## src/psw_pkg.sv

```systemverilog
// shared types and constants of the priority schedule wait-time block
// used by the controller, the datapath and the top level; depends on nothing

package psw_pkg;

    // capacity and length width
    localparam int MAX_JOBS    = 32;
    localparam int LENGTH_BITS = 16;

    // fixed field widths of the stream words
    localparam int IN_LEN_W = 16;
    localparam int NUM_W    = 6;
    localparam int OUT_LEN_W = 16;
    localparam int TIME_W   = 21;

    // derived widths
    localparam int IDX_W  = (MAX_JOBS > 1) ? $clog2(MAX_JOBS) : 1;
    localparam int CNT_W  = $clog2(MAX_JOBS + 1);
    localparam int LEN_W  = LENGTH_BITS;
    localparam int KEEP_W = (LENGTH_BITS < IN_LEN_W) ? LENGTH_BITS : IN_LEN_W;
    localparam int SUM_W  = LENGTH_BITS + CNT_W;
    localparam int TOT_W  = LENGTH_BITS + 2 * CNT_W;
    localparam int DIVC_W = $clog2(TOT_W + 1);

    // stream word widths, padded to whole bytes
    localparam int S_DATA_W = ((IN_LEN_W + 7) / 8) * 8;
    localparam int M_FIELD_W = NUM_W + OUT_LEN_W + 4 * TIME_W;
    localparam int M_DATA_W = ((M_FIELD_W + 7) / 8) * 8;

    // one stored job
    typedef struct packed {
        logic [NUM_W-1:0] num;
        logic [LEN_W-1:0] len;
    } t_entry;

    // one result word before packing
    typedef struct packed {
        logic [NUM_W-1:0]     num;
        logic [OUT_LEN_W-1:0] len;
        logic [TIME_W-1:0]    wait_t;
        logic [TIME_W-1:0]    turn_t;
        logic [TIME_W-1:0]    wait_avg;
        logic [TIME_W-1:0]    avg_turn;
        logic                 dropped;
        logic                 last;
    } t_result;

    // controller to datapath commands
    typedef struct packed {
        logic load_en;
        logic sort_init;
        logic scan_rd;
        logic scan_cmp;
        logic swap_a;
        logic swap_b;
        logic sum_rd;
        logic sum_acc;
        logic div_start;
        logic div_turn;
        logic div_step;
        logic save_w;
        logic save_t;
        logic emit_init;
        logic emit_rd;
        logic emit_ld;
    } t_cmd;

    // datapath to controller status
    typedef struct packed {
        logic in_last_acc;
        logic j_last;
        logic i_last;
        logic k_last;
        logic div_done;
        logic out_free;
    } t_status;

    // keep the low length bits of an incoming job
    function automatic logic [LEN_W-1:0] mask_len(input logic [IN_LEN_W-1:0] x);
        mask_len = LEN_W'(x[KEEP_W-1:0]);
    endfunction

endpackage

```

## src/psw_ctrl.sv

```systemverilog
// controller of the priority schedule wait-time block
// sequences load, sort, totals, divisions and emission; depends on psw_pkg

module psw_ctrl (
    input  logic             i_clk,
    input  logic             i_rst_n,
    input  psw_pkg::t_status i_st,
    output psw_pkg::t_cmd    o_cmd
);

    typedef enum logic [3:0] {
        S_LOAD,
        S_SCAN_RD,
        S_SCAN_CMP,
        S_SWAP_A,
        S_SWAP_B,
        S_SUM_RD,
        S_SUM_ACC,
        S_DIV_START,
        S_DIVW_RUN,
        S_DIVT_RUN,
        S_EMIT_RD,
        S_EMIT_LD
    } t_state;

    t_state r_state;
    t_state n_state;

    // command decode and next state
    always_comb begin
        o_cmd   = '0;
        n_state = r_state;
        case (r_state)
            S_LOAD: begin
                o_cmd.load_en   = 1'b1;
                o_cmd.sort_init = i_st.in_last_acc;
                if (i_st.in_last_acc) begin
                    n_state = S_SCAN_RD;
                end
            end
            S_SCAN_RD: begin
                o_cmd.scan_rd = 1'b1;
                n_state       = S_SCAN_CMP;
            end
            S_SCAN_CMP: begin
                o_cmd.scan_cmp = 1'b1;
                n_state        = i_st.j_last ? S_SWAP_A : S_SCAN_RD;
            end
            S_SWAP_A: begin
                o_cmd.swap_a = 1'b1;
                n_state      = S_SWAP_B;
            end
            S_SWAP_B: begin
                o_cmd.swap_b = 1'b1;
                n_state      = i_st.i_last ? S_SUM_RD : S_SCAN_RD;
            end
            S_SUM_RD: begin
                o_cmd.sum_rd = 1'b1;
                n_state      = S_SUM_ACC;
            end
            S_SUM_ACC: begin
                o_cmd.sum_acc = 1'b1;
                n_state       = i_st.k_last ? S_DIV_START : S_SUM_RD;
            end
            S_DIV_START: begin
                o_cmd.div_start = 1'b1;
                n_state         = S_DIVW_RUN;
            end
            S_DIVW_RUN: begin
                if (i_st.div_done) begin
                    o_cmd.save_w    = 1'b1;
                    o_cmd.div_start = 1'b1;
                    o_cmd.div_turn  = 1'b1;
                    n_state         = S_DIVT_RUN;
                end else begin
                    o_cmd.div_step = 1'b1;
                end
            end
            S_DIVT_RUN: begin
                if (i_st.div_done) begin
                    o_cmd.save_t    = 1'b1;
                    o_cmd.emit_init = 1'b1;
                    n_state         = S_EMIT_RD;
                end else begin
                    o_cmd.div_step = 1'b1;
                end
            end
            S_EMIT_RD: begin
                o_cmd.emit_rd = 1'b1;
                n_state       = S_EMIT_LD;
            end
            S_EMIT_LD: begin
                if (i_st.out_free) begin
                    o_cmd.emit_ld = 1'b1;
                    n_state       = i_st.k_last ? S_LOAD : S_EMIT_RD;
                end
            end
            default: begin
                n_state = S_LOAD;
            end
        endcase
    end

    // state register
    always_ff @(posedge i_clk) begin
        if (!i_rst_n) begin
            r_state <= S_LOAD;
        end else begin
            r_state <= n_state;
        end
    end

endmodule

```

## config.mk

```make
export PLATFORM = sky130hd
export DESIGN_NAME = psw_ctrl
export DESIGN_NICKNAME = d
export VERILOG_FILES = /design/src/psw_pkg.sv /design/src/psw_ctrl.sv
export SDC_FILE = /design/constraint.sdc
export NUM_CORES = 1
export LEC_CHECK = 0
export BUFFER_PORTS_ARGS = -buffer_cell sky130_fd_sc_hd__buf_2
export CORE_AREA = 2 2 39 41
export DETAILED_ROUTE_END_ITERATION = 7
export DIE_AREA = 0 0 41 43
export GPL_TIMING_DRIVEN = 0
export HOLD_SLACK_MARGIN = 0.05
export MAX_ROUTING_LAYER = met4
export PLACE_DENSITY_LB_ADDON = 0.05
export SYNTH_ARGS = -nofsm -noshare
export SYNTH_HDL_FRONTEND = slang
export SYNTH_SLANG_ARGS = --single-unit
```

## constraint.sdc

```tcl
create_clock -name i_clk -period 2.1 [get_ports i_clk]
set_input_delay 0.525 -clock i_clk [delete_from_list [all_inputs] [get_ports i_clk]]
set_output_delay 0.525 -clock i_clk [all_outputs]
set_load 0.01 [all_outputs]
```

==> results by stage <==
STA:
- In the final timing run, aggregate negative setup slack is 0 ns.
- The final hold violation count is 0.
- Setup slack closes at 0.2050 ns.
- The transition at the pin with the smallest max-transition slack is 0.2324 ns.
- The worst pin sits at a relative slew slack of 84.45%.
- The final-report max-slew violation count is 0.
- The final period demand of the worst path is 1.895 ns.
- The final setup skew is 0.002371 ns.
- Setup repair after global routing left no endpoint under its margin.
- Timing would allow up to 527.7 MHz.
- Hold is met by 0.5968 ns.
- The final critical-path share of the clock period is 90.24%.
- The number of setup violations in the final report is 0.

Yosys:
- In this run, synthesis inferred 0 flip-flops with an integrated enable.
- The dominant synthesized flop cell is dfxtp_1.
- In this run the cell area of the synthesized design comes to 430.4 um^2.
- Summed over all instances, the cell type with the most area after synthesis is dfxtp_1.
- Sorting the synthesized cells by area gives the leading types as dfxtp_1 (19%), buf_4 (8.7%), nand2b_1 (8.7%).
- The top cell type's share of synthesized area is 18.60%.
- Synthesis produced a netlist with a net count of 68.
- The synthesized netlist cell count is 60.
- The Yosys warning count is 0.
- Counting flops and latches in the post-synthesis netlist gives 4.
- The average instance area after synthesis is 7.174 um^2.
- Counting instances in the post-synthesis netlist gives the leading cell types as nor2_1 (8), nand2_1 (7), nand2b_1 (6), buf_4 (5), nor3_1 (5).
- The netlist uses 27 different library cells.
- By instance count, the leading cell after synthesis is nor2_1.
- Summing the sequential cell areas from Yosys gives 18.60% of the chip area.
- The share of async-settable or async-resettable flops after synthesis is 0%.

Global routing:
- The via count of the first global-routing pass is 441.
- The number of antenna violations at the first check in global routing is 0.
- The global-route congestion overflow total is 0.
- The pin count of the biggest net entering global routing is 11.
- The wire length of the first global-routing pass is 1869 um.
- The total global routing track utilization is 16.15%.

Clock network:
- No sink is reached through more buffers than the 2 on the longest clock path.
- The worst-skew pair later-pin latency is 0.23 ns.
- The clock tree root driver cell is clkbuf_4.
- In this run, post-CTS repair resized a total of 0 instances.
- The H-tree depth reported by CTS is 1.
- Buffers added to address setup during post-CTS repair amount to 0.
- For this design, the sink count on the clock tree is 4.
- In this run, CTS created clock tree buffers numbering 3.
- After clock tree synthesis, the clock-pin slew on the worst setup and hold paths is 0.04 ns.
- The clock tree from TritonCTS is built.
- After clock tree synthesis, the flow added hold-fix buffers numbering 0.

Worst setup path:
- The start-to-end type of the worst setup path is flop to primary output.
- Walking the worst path, the cells encountered are buf_4 -> nand3b_1 -> nor3_2 -> buf_4 -> buf_2.
- The capturing element type of the critical path is a primary output.
- Together, buffers and inverters on the worst path number 3.
- The critical path arrival is 1.37 ns.
- The required time of the worst setup path is 1.57 ns.
- The end of the worst register-to-register path is r_state[0]$_SDFFE_PN0P_.
- The sort of element at the start of the critical path is a flop.
- The family of cells with the greatest summed delay on the critical path is buffers and inverters.
- Across all register-to-register paths, the minimum setup slack is 0.96 ns.
- The largest single stage delay on the critical path is 0.40 ns.
- The depth of the worst register-to-register path is 5.
- The most prevalent standard cell on the critical path is buf_4.
- In this run the worst path has a maximum fanout of 10.
- The critical-path cell with the highest stage delay is dfxtp_1.
- In this run the critical register-to-register path is launched from r_state[1]$_SDFFE_PN0P_.

Layout:
- The post-route cell area is 588.1 um^2.
- The largest register by flop count is r_state.
- The area overhead of the layout relative to synthesis is 36.63%.
- The finished layout holds 102 standard cells, fillers aside.
- The antenna diode instance count is 0.
- At the end of the flow, the number of nets in the layout was 96.
- The layout cell share with drive strength beyond 1 is 45.35%.
- In the final layout, the registers with the most flip-flops are r_state: 4 flops.
- The final standard cell utilization of the core is 42.50%.
- The register with the most flip-flops in the layout has 4 of them.

Die:
- The floorplan step defined a die boundary enclosing 1763 um^2.
- The die boundary width is 41 um.
- The total core area is 1384 um^2.
- The initial utilization of the core area, before any placement, comes to 31.10%.
- In this run the count of I/O pins placed on the die edge is 24.
- In this run the vertical extent of the chip is 43 um.
- The number of rows in the core area is 14.

Pwr:
- Of the total power, registers draw 33.4%.
- The highest ir drop seen on vdd is 234.4 uV.
- The total power is 0.2579 mW.
- The power share of the combinational group is 30.8%.
- The share of total power dissipated in the clock network is 35.8%.
- In this run switching power makes up 30.51% of total power.
- The internal portion of the total power is 0.1792 mW.
- The power density over the cells is 438.5 nW/um^2.
- The switching power of the nets is 0.07867 mW.
- In this run the static leakage power is 0.3147 nW.

Detailed routing:
- The total number of vias is 491.
- The number of detailed-route iterations in the first pass is 4.
- After detailed routing, the average wire length per cell comes to 11.84 um.
- The count of nets left with antenna violations once routing finished came out at 0.
- The DRC violation count after routing is 0.
- The detail-routed via count per cell is 4.814.
- For this block, the routed nets add up to 1208 um of wire.
- The detailed router finished its first iteration with 15 violations.

Outcome:
- The run finished with clean final reports.

Placement:
- The last weighted congestion value of the routability-driven placer is 0.7447.
- The placed instances occupy a cell area of 565.5 um^2.
- After legalization and detailed placement, the total HPWL measured 911.2 um.
- The count of input and output buffers is 23.
- After detailed placement, the design holds a cell count of 99.
- At the placement stage, the worst setup path has a slack of 0.4188 ns.

Hold path:
- The worst hold path terminates at r_state[1]$_SDFFE_PN0P_.
- In this run the most critical hold path is launched from i_st[0].
- The worst hold path belongs to the class input pin to flop.
- The count of cells along the worst hold path is 3.

Run:
- Across the run, the number of max-cap violations was 0.
-- how the worst max path moves through the flow --
stage	to	from	cells after the start
after floorplan	o_cmd[7]	r_state[3]$_SDFFE_PN0P_	4
after global placement	o_cmd[7]	i_st[1]	5
after detailed placement	o_cmd[6]	i_st[1]	5
after CTS	o_cmd[6]	r_state[3]$_SDFFE_PN0P_	5
after global routing	o_cmd[7]	r_state[3]$_SDFFE_PN0P_	5
final	o_cmd[6]	r_state[3]$_SDFFE_PN0P_	5
-- cells in the final DEF (no fill, tap or decap), types with 2 or more instances in the layout --
cell type   n
dfxtp_1     4
and2_1      2
nor2_1      8
o21ai_1     2
buf_4       5
nand2_1     7
nand2b_1    6
nor3_1      5
buf_2      24
clkbuf_4    3
and3_1      3
-- kinds of logic after synthesis --
family | share of synthesized area, %
xor gates and xnor gates | 2.035
AOI/OAI and AO/OA | 17.16
and+or+nand+nor | 50.58
DFF | 18.61
buffers and inverters | 11.63
-- area by class of cell --
cell class              count  area, um^2
well taps                  16       20.02
flip-flops and latches      4       80.08
inverters                   2       7.507
clock buffers               3       22.52
repair buffers             23       115.1
multi-input cells          48       300.3
plain buffers               6       42.54
fillers                   146       795.8
-- power groups by stage --
stage | combinational [mW] | clock (mW) | sequential, mW
after global routing | 0.0886 | 0.102 | 0.0870
final | 0.0795 | 0.0923 | 0.0861
after CTS | 0.0798 | 0.0986 | 0.0860
after floorplan | 0.0529 | 0 | 0.0856
after detailed placement | 0.0796 | 0 | 0.0871
after global placement | 0.0786 | 0 | 0.0872
-- tightest hold or removal path, cell delays in order --
cell	delay, ns
buf_2	0.09
nand4b_1	0.10
o21ai_1	0.06
-- routing by layer --
| layer | track usage (%) | up-vias | share of wire [%] |
|---|---|---|---|
| met5 | - | - | 0 |
| met4 | 10.00 | 0 | 0.75 |
| met3 | 3.141 | 2 | 3.8 |
| met2 | 21.88 | 12 | 47 |
| met1 | 21.22 | 218 | 49 |
| li1 | - | 259 | - |
No activity file was read; power rests on OpenSTA's default activity.
