==> src/psw_pkg.sv <==
// shared types and constants of the priority schedule wait-time block
// used by the controller, the datapath and the top level; depends on nothing

package psw_pkg;

    // capacity and length width
    localparam int MAX_JOBS    = 32;
    localparam int LENGTH_BITS = 16;

    // fixed field widths of the stream words
    localparam int IN_LEN_W = 16;
    localparam int NUM_W    = 6;
    localparam int OUT_LEN_W = 16;
    localparam int TIME_W   = 21;

    // derived widths
    localparam int IDX_W  = (MAX_JOBS > 1) ? $clog2(MAX_JOBS) : 1;
    localparam int CNT_W  = $clog2(MAX_JOBS + 1);
    localparam int LEN_W  = LENGTH_BITS;
    localparam int KEEP_W = (LENGTH_BITS < IN_LEN_W) ? LENGTH_BITS : IN_LEN_W;
    localparam int SUM_W  = LENGTH_BITS + CNT_W;
    localparam int TOT_W  = LENGTH_BITS + 2 * CNT_W;
    localparam int DIVC_W = $clog2(TOT_W + 1);

    // stream word widths, padded to whole bytes
    localparam int S_DATA_W = ((IN_LEN_W + 7) / 8) * 8;
    localparam int M_FIELD_W = NUM_W + OUT_LEN_W + 4 * TIME_W;
    localparam int M_DATA_W = ((M_FIELD_W + 7) / 8) * 8;

    // one stored job
    typedef struct packed {
        logic [NUM_W-1:0] num;
        logic [LEN_W-1:0] len;
    } t_entry;

    // one result word before packing
    typedef struct packed {
        logic [NUM_W-1:0]     num;
        logic [OUT_LEN_W-1:0] len;
        logic [TIME_W-1:0]    wait_t;
        logic [TIME_W-1:0]    turn_t;
        logic [TIME_W-1:0]    wait_avg;
        logic [TIME_W-1:0]    avg_turn;
        logic                 dropped;
        logic                 last;
    } t_result;

    // controller to datapath commands
    typedef struct packed {
        logic load_en;
        logic sort_init;
        logic scan_rd;
        logic scan_cmp;
        logic swap_a;
        logic swap_b;
        logic sum_rd;
        logic sum_acc;
        logic div_start;
        logic div_turn;
        logic div_step;
        logic save_w;
        logic save_t;
        logic emit_init;
        logic emit_rd;
        logic emit_ld;
    } t_cmd;

    // datapath to controller status
    typedef struct packed {
        logic in_last_acc;
        logic j_last;
        logic i_last;
        logic k_last;
        logic div_done;
        logic out_free;
    } t_status;

    // keep the low length bits of an incoming job
    function automatic logic [LEN_W-1:0] mask_len(input logic [IN_LEN_W-1:0] x);
        mask_len = LEN_W'(x[KEEP_W-1:0]);
    endfunction

endpackage

==> src/psw_dp.sv <==
// datapath of the priority schedule wait-time block
// job memory, sort registers, totals, shared divider and output register; depends on psw_pkg

module psw_dp (
    input  logic                          i_clk,
    input  logic                          i_rst_n,
    input  psw_pkg::t_cmd                 i_cmd,
    output psw_pkg::t_status              o_st,
    input  logic                          i_in_valid,
    input  logic [psw_pkg::IN_LEN_W-1:0]  i_in_len,
    input  logic                          i_in_last,
    output logic                          o_out_valid,
    input  logic                          i_out_ready,
    output psw_pkg::t_result              o_out
);

    // job memory
    psw_pkg::t_entry r_mem [psw_pkg::MAX_JOBS];
    psw_pkg::t_entry r_rd;

    // control state
    logic [psw_pkg::CNT_W-1:0]  r_cnt;
    logic                       r_ovf;
    logic                       r_out_valid;

    // sort and pass registers
    logic [psw_pkg::IDX_W-1:0]  r_i;
    logic [psw_pkg::IDX_W-1:0]  r_j;
    logic [psw_pkg::IDX_W-1:0]  r_k;
    logic [psw_pkg::IDX_W-1:0]  r_pos;
    psw_pkg::t_entry            r_max;
    psw_pkg::t_entry            r_first;
    logic [psw_pkg::SUM_W-1:0]  r_sum;
    logic [psw_pkg::TOT_W-1:0]  r_totw;

    // divider registers
    logic [psw_pkg::TOT_W-1:0]  r_dq;
    logic [psw_pkg::CNT_W-1:0]  r_drem;
    logic [psw_pkg::DIVC_W-1:0] r_dcnt;
    logic [psw_pkg::TOT_W-1:0]  r_avg_w;
    logic [psw_pkg::TOT_W-1:0]  r_avg_t;
    psw_pkg::t_result           r_out;

    // memory port signals
    logic                       acc;
    logic                       store;
    logic                       we;
    logic [psw_pkg::IDX_W-1:0]  wa;
    psw_pkg::t_entry            wd;
    logic                       re;
    logic [psw_pkg::IDX_W-1:0]  ra;

    // divider step
    logic [psw_pkg::CNT_W:0]    d_t;
    logic [psw_pkg::CNT_W-1:0]  d_sub;
    logic                       d_ge;

    // memory port selection
    always_comb begin
        acc   = i_in_valid & i_cmd.load_en;
        store = acc & (r_cnt < psw_pkg::CNT_W'(psw_pkg::MAX_JOBS));
        we    = store | i_cmd.swap_a | i_cmd.swap_b;
        if (i_cmd.swap_a) begin
            wa = r_i;
            wd = r_max;
        end else if (i_cmd.swap_b) begin
            wa = r_pos;
            wd = r_first;
        end else begin
            wa     = r_cnt[psw_pkg::IDX_W-1:0];
            wd.num = psw_pkg::NUM_W'(r_cnt + psw_pkg::CNT_W'(1));
            wd.len = psw_pkg::mask_len(i_in_len);
        end
        re = i_cmd.scan_rd | i_cmd.sum_rd | i_cmd.emit_rd;
        ra = i_cmd.scan_rd ? r_j : r_k;
    end

    // memory, one write and one registered read per cycle
    always_ff @(posedge i_clk) begin
        if (we) begin
            r_mem[wa] <= wd;
        end
        if (re) begin
            r_rd <= r_mem[ra];
        end
    end

    // restoring divide by the job count, one quotient bit per step
    // the partial remainder stays below the count, so the difference fits CNT_W bits
    always_comb begin
        d_t   = {r_drem, r_dq[psw_pkg::TOT_W-1]};
        d_ge  = d_t >= {1'b0, r_cnt};
        d_sub = d_t[psw_pkg::CNT_W-1:0] - r_cnt;
    end

    // status to the controller
    always_comb begin
        o_st.in_last_acc = acc & i_in_last;
        o_st.j_last   = (psw_pkg::CNT_W'(r_j) + psw_pkg::CNT_W'(1)) == r_cnt;
        o_st.i_last   = (psw_pkg::CNT_W'(r_i) + psw_pkg::CNT_W'(1)) == r_cnt;
        o_st.k_last   = (psw_pkg::CNT_W'(r_k) + psw_pkg::CNT_W'(1)) == r_cnt;
        o_st.div_done = r_dcnt == '0;
        o_st.out_free = !r_out_valid | i_out_ready;
    end

    // job count, overflow flag and output valid
    always_ff @(posedge i_clk) begin
        if (!i_rst_n) begin
            r_cnt       <= '0;
            r_ovf       <= 1'b0;
            r_out_valid <= 1'b0;
        end else begin
            if (store) begin
                r_cnt <= r_cnt + psw_pkg::CNT_W'(1);
            end else if (acc) begin
                r_ovf <= 1'b1;
            end
            if (i_cmd.emit_ld && o_st.k_last) begin
                r_cnt <= '0;
                r_ovf <= 1'b0;
            end
            if (i_cmd.emit_ld) begin
                r_out_valid <= 1'b1;
            end else if (i_out_ready) begin
                r_out_valid <= 1'b0;
            end
        end
    end

    // sort scan, swap, totals, divider and emission
    always_ff @(posedge i_clk) begin
        if (i_cmd.sort_init) begin
            r_i <= '0;
            r_j <= '0;
        end
        // first strict maximum of places i and up
        if (i_cmd.scan_cmp) begin
            if (r_j == r_i) begin
                r_max   <= r_rd;
                r_first <= r_rd;
                r_pos   <= r_j;
            end else if (r_rd.len > r_max.len) begin
                r_max <= r_rd;
                r_pos <= r_j;
            end
            r_j <= r_j + psw_pkg::IDX_W'(1);
        end
        // next place, and clear the totals pass
        if (i_cmd.swap_b) begin
            r_i    <= r_i + psw_pkg::IDX_W'(1);
            r_j    <= r_i + psw_pkg::IDX_W'(1);
            r_k    <= '0;
            r_sum  <= '0;
            r_totw <= '0;
        end
        // total wait and total length over the ordered set
        if (i_cmd.sum_acc) begin
            r_totw <= r_totw + psw_pkg::TOT_W'(r_sum);
            r_sum  <= r_sum + psw_pkg::SUM_W'(r_rd.len);
            r_k    <= r_k + psw_pkg::IDX_W'(1);
        end
        // divider load and steps
        if (i_cmd.div_start) begin
            r_dq   <= i_cmd.div_turn ? r_totw + psw_pkg::TOT_W'(r_sum) : r_totw;
            r_drem <= '0;
            r_dcnt <= psw_pkg::DIVC_W'(psw_pkg::TOT_W);
        end else if (i_cmd.div_step) begin
            r_drem <= d_ge ? d_sub : d_t[psw_pkg::CNT_W-1:0];
            r_dq   <= {r_dq[psw_pkg::TOT_W-2:0], d_ge};
            r_dcnt <= r_dcnt - psw_pkg::DIVC_W'(1);
        end
        if (i_cmd.save_w) begin
            r_avg_w <= r_dq;
        end
        if (i_cmd.save_t) begin
            r_avg_t <= r_dq;
        end
        if (i_cmd.emit_init) begin
            r_k   <= '0;
            r_sum <= '0;
        end
        // one result word per ordered job
        if (i_cmd.emit_ld) begin
            r_out.num      <= r_rd.num;
            r_out.len      <= psw_pkg::OUT_LEN_W'(r_rd.len);
            r_out.wait_t   <= psw_pkg::TIME_W'(r_sum);
            r_out.turn_t   <= psw_pkg::TIME_W'(r_sum + psw_pkg::SUM_W'(r_rd.len));
            r_out.wait_avg <= psw_pkg::TIME_W'(r_avg_w);
            r_out.avg_turn <= psw_pkg::TIME_W'(r_avg_t);
            r_out.dropped  <= r_ovf;
            r_out.last     <= o_st.k_last;
            r_sum          <= r_sum + psw_pkg::SUM_W'(r_rd.len);
            r_k            <= r_k + psw_pkg::IDX_W'(1);
        end
    end

    assign o_out_valid = r_out_valid;
    assign o_out       = r_out;

endmodule

==> config.mk <==
export PLATFORM = sky130hd
export DESIGN_NAME = psw_dp
export DESIGN_NICKNAME = d
export VERILOG_FILES = /design/src/psw_pkg.sv /design/src/psw_dp.sv
export SDC_FILE = /design/constraint.sdc
export NUM_CORES = 1
export LEC_CHECK = 0
export BUFFER_PORTS_ARGS = -buffer_cell sky130_fd_sc_hd__buf_2
export CAP_MARGIN = 30
export CORE_ASPECT_RATIO = 0.7
export CORE_MARGIN = 2
export CORE_UTILIZATION = 30
export CTS_CLUSTER_DIAMETER = 30
export CTS_CLUSTER_SIZE = 12
export DETAILED_ROUTE_END_ITERATION = 8
export PLACE_DENSITY = 0.57
export SLEW_MARGIN = 20
export SYNTH_ARGS = -nofsm -noshare
export SYNTH_HDL_FRONTEND = slang
export SYNTH_SLANG_ARGS = --single-unit
export TNS_END_PERCENT = 100
==> constraint.sdc <==
create_clock -name i_clk -period 3.7 [get_ports i_clk]
set_input_delay 0.925 -clock i_clk [delete_from_list [all_inputs] [get_ports i_clk]]
set_output_delay 0.925 -clock i_clk [all_outputs]
set_load 0.005 [all_outputs]
==> impl_metrics.csv <==
group,metric,value,unit
run_status,status,"finished, final reports clean",
clocking,clock_sink_count,1037,
sta,rsz0062_at_grt,"false",
setup_path,crit_path_end_kind,"output port",
sta,worst_pin_slew,838,ps
layout,nNetsFinal,3214,
power_and_ir_drop,seq_power_share,41.1,%
sta,slew_headroom,44.1,%
clocking,clk-insertion-delay-late,780,ps
floorplanning,io_pins,152,
power_and_ir_drop,comb_power_share,22.8,%
sta,clock.fmax,0.283,GHz
logic_synthesis,synthTopCellsByCount,"edfxtp_1 (1,018), nand2_1 (180), a21oi_1 (175)",
sta,post-route-min-period,3540,ps
detailed_routing,final_antenna_net_count,0,
logic_synthesis,yosysMostFrequentCell,"edfxtp_1",
logic_synthesis,syn_area_per_cell,15.6,µm²
sta,skew,42.0,ps
power_and_ir_drop,ir_worst_vdd,0.361,mV
floorplanning,die_area,149000,µm²
detailed_routing,vias_per_cell,5.13,
place,routabilityCongestion,0.826,
logic_synthesis,synth-seq-cells,1037,
sta,hold_viol,0,
clocking,cts_max_level,4,
place,place_area,48100,µm²
detailed_routing,drc,0,
clocking,clk_pin_slew_worst_paths,60,ps
logic_synthesis,ys_types,72,
detailed_routing,firstDrtPassIters,5,
detailed_routing,dr_total_vias,26700,
logic_synthesis,synth_seq_area_share,70.6,%
logic_synthesis,synth_edf_count,1018,
job,cap_violations,0,
clocking,cts_inserted_buffers,153,
place,dp.final_hpwl,77.8,mm
layout,final_cell_area,53200,µm²
logic_synthesis,synth_flop_cell,"edfxtp_1",
setup_path,worstPathArrival,2610,ps
global_route,grt_pass1_wl,174,mm
sta,maxSlewViolCount,0,
setup_path,worstPathRequired,2770,ps
power_and_ir_drop,powerDensity,735,nW/µm²
detailed_routing,initialDrtViolationCount,2891,
power_and_ir_drop,p_leak,0.0182,µW
power_and_ir_drop,p_int,27100,µW
sta,layout_setup_ws,162,ps
floorplanning,dieHeight,324,µm
floorplanning,die_w,461,µm
floorplanning,core,145000,µm²
logic_synthesis,yosysWarnings,0,
power_and_ir_drop,switching_share,30.7,%
layout,num_antenna_cells,0,
global_route,antenna_found_initial,1,
global_route,grt_max_degree,96,
place,preCtsSetupSlack,110,ps
logic_synthesis,netlist.top_cell.by_area,"edfxtp_1",
setup_path,start_kind,"flop",
logic_synthesis,syn_inst,2811,
detailed_routing,wl_per_cell,23.1,µm
setup_path,worstSetupPathType,"reg2out",
setup_path,cp_max_fo,6,
logic_synthesis,yosys-top-cells-area,"edfxtp_1 (70%), mux4_2 (6.5%), a211oi_1 (2.0%), a21oi_1 (2.0%), ha_1 (1.9%)",
power_and_ir_drop,p_switching,12000,µW
logic_synthesis,async_flop_share,0,%
global_route,track_usage,15.8,%
hold_path,hold_path.class,"reg2reg",
logic_synthesis,syn_nets,2917,
clocking,clock_path_buffers,3,
global_route,grt-ovfl-total,0,
layout,area_growth_syn_to_layout,21.5,%
power_and_ir_drop,clock_power_share,36.1,%
logic_synthesis,yosysTopAreaCellShare,69.8,%
clocking,ctsHoldBuffers,0,
clocking,cts_root_buf,"clkbuf_16",
sta,post-route-period-util,95.6,%
place,numPortBuffers,151,
logic_synthesis,synth_area,43800,µm²
sta,tns,0,ps
detailed_routing,wirelength,120,mm
sta,finalSetupViolCount,0,
global_route,grt_pass1_vias,25700,
clocking,cts_tree,"done",
layout,drive_gt1_share,24.6,%
floorplanning,initial_core_util,30.2,%
floorplanning,rows,117,
==> kinds of logic (layout without fill, tap and decap cells) <==
logic type      count (synthesis)  count (layout)  share of synthesized area [%]
compound gates                617             617                           9.48
xor+xnor                       81              81                           1.62
fa+ha+maj                      69              69                           2.02
buf+inv                       224             647                           2.15
flops                        1037            1037                           70.6
mux                           176             176                           7.64
simple gates                  607             607                           6.45
==> stage by stage <==
stage / power, µW / utilization [%] / instances / hold WS [ps]
2_1_floorplan: 21500 / - / 2811 / 400
3_3_place_gp: 25000 / 33.1 / 4911 / 401
3_5_place_dp: 25200 / 33.2 / 4914 / 405
4_1_cts: 39400 / 36.6 / 5195 / 396
5_1_grt: 40900 / 36.7 / 5197 / 417
6_report: 39200 / 36.7 / 5197 / 415
==> cell type report <==
| type | instances | area [µm²] |
|---|---|---|
| inverter | 56 | 210 |
| clock inverter | 107 | 1070 |
| tap | 1963 | 2460 |
| sequential | 1037 | 30900 |
| clock buffer | 174 | 3980 |
| multi-input combinational | 1550 | 12200 |
| timing repair buffer | 310 | 2370 |
| fill | 13700 | 92000 |
==> worst paths after layout <==
| check | start | to | slack [ps] | cells after the start |
|---|---|---|---|---|
| worst max-delay path | r_k[2] | o_st[2] | 160 | 7 |
| worst min-delay path | r_avg_t[11] | o_out[13] | 410 | 0 |
| worst max register to register | r_sum[0] | r_dq[20] | 190 | 10 |
| worst min register to register | r_avg_t[11] | o_out[13] | 410 | 0 |
==> worst max-delay path, cell delays in order, from the launching register on <==
cell	delay [ps]
edfxtp_1	580
nand3_2	190
xor2_1	190
nor2_1	110
a21oi_1	50
o32a_1	230
nor3_2	330
buf_2	190
==> placed cells by master (no fill, tap or decap), types with 44 or more instances in the layout <==
cell / count
a211oi_1: 118
a21oi_1: 175
buf_2: 149
buf_4: 127
clkbuf_16: 156
edfxtp_1: 1018
ha_1: 66
inv_1: 51
mux4_2: 126
nand2_1: 180
nand3_1: 91
nor2_1: 130
o21ai_0: 44
xnor2_1: 56
==> power groups by stage <==
stage                     clock, µW  combinational (µW)  sequential, µW
after global routing          14900                9730           16200
after detailed placement          0                8800           16400
after global placement            0                8700           16300
final                         14100                8920           16100
after floorplan                   0                5570           16000
after CTS                     14400                8860           16100
==> sequential cells by signal (all words and copies together), names as in the netlist <==
| register | cells |
|---|---|
| r_i | 5 |
| r_dcnt | 5 |
| r_dq | 28 |
| r_totw | 28 |
| r_sum | 22 |
| r_cnt | 6 |
| r_drem | 6 |
| o_out | 108 |
| r_rd | 22 |
| r_pos | 5 |
| r_mem | 704 |
| r_max | 22 |
| o_out_valid | 1 |
| r_j | 5 |
| r_ovf | 1 |
| r_avg_t | 21 |
| r_k | 5 |
| r_avg_w | 21 |
| r_first | 22 |
==> layer usage <==
metal	share of wire (%)	global-route usage, %	vias to the layer above
li1	-	-	11800
met1	48	24.3	13700
met2	43	22.6	1001
met3	6.7	2.90	172
met4	2.0	4.59	2
met5	0.010	0	-
==> timing repair <==
| item | 4_1_cts | 5_1_grt |
|---|---|---|
| endpoints found under the setup margin | 2 | 2 |
| gates resized for setup | 2 | 2 |
| hold endpoints to repair | 0 | 0 |
| buffers inserted | 0 | 2 |
(Power assumes the default switching activity.)
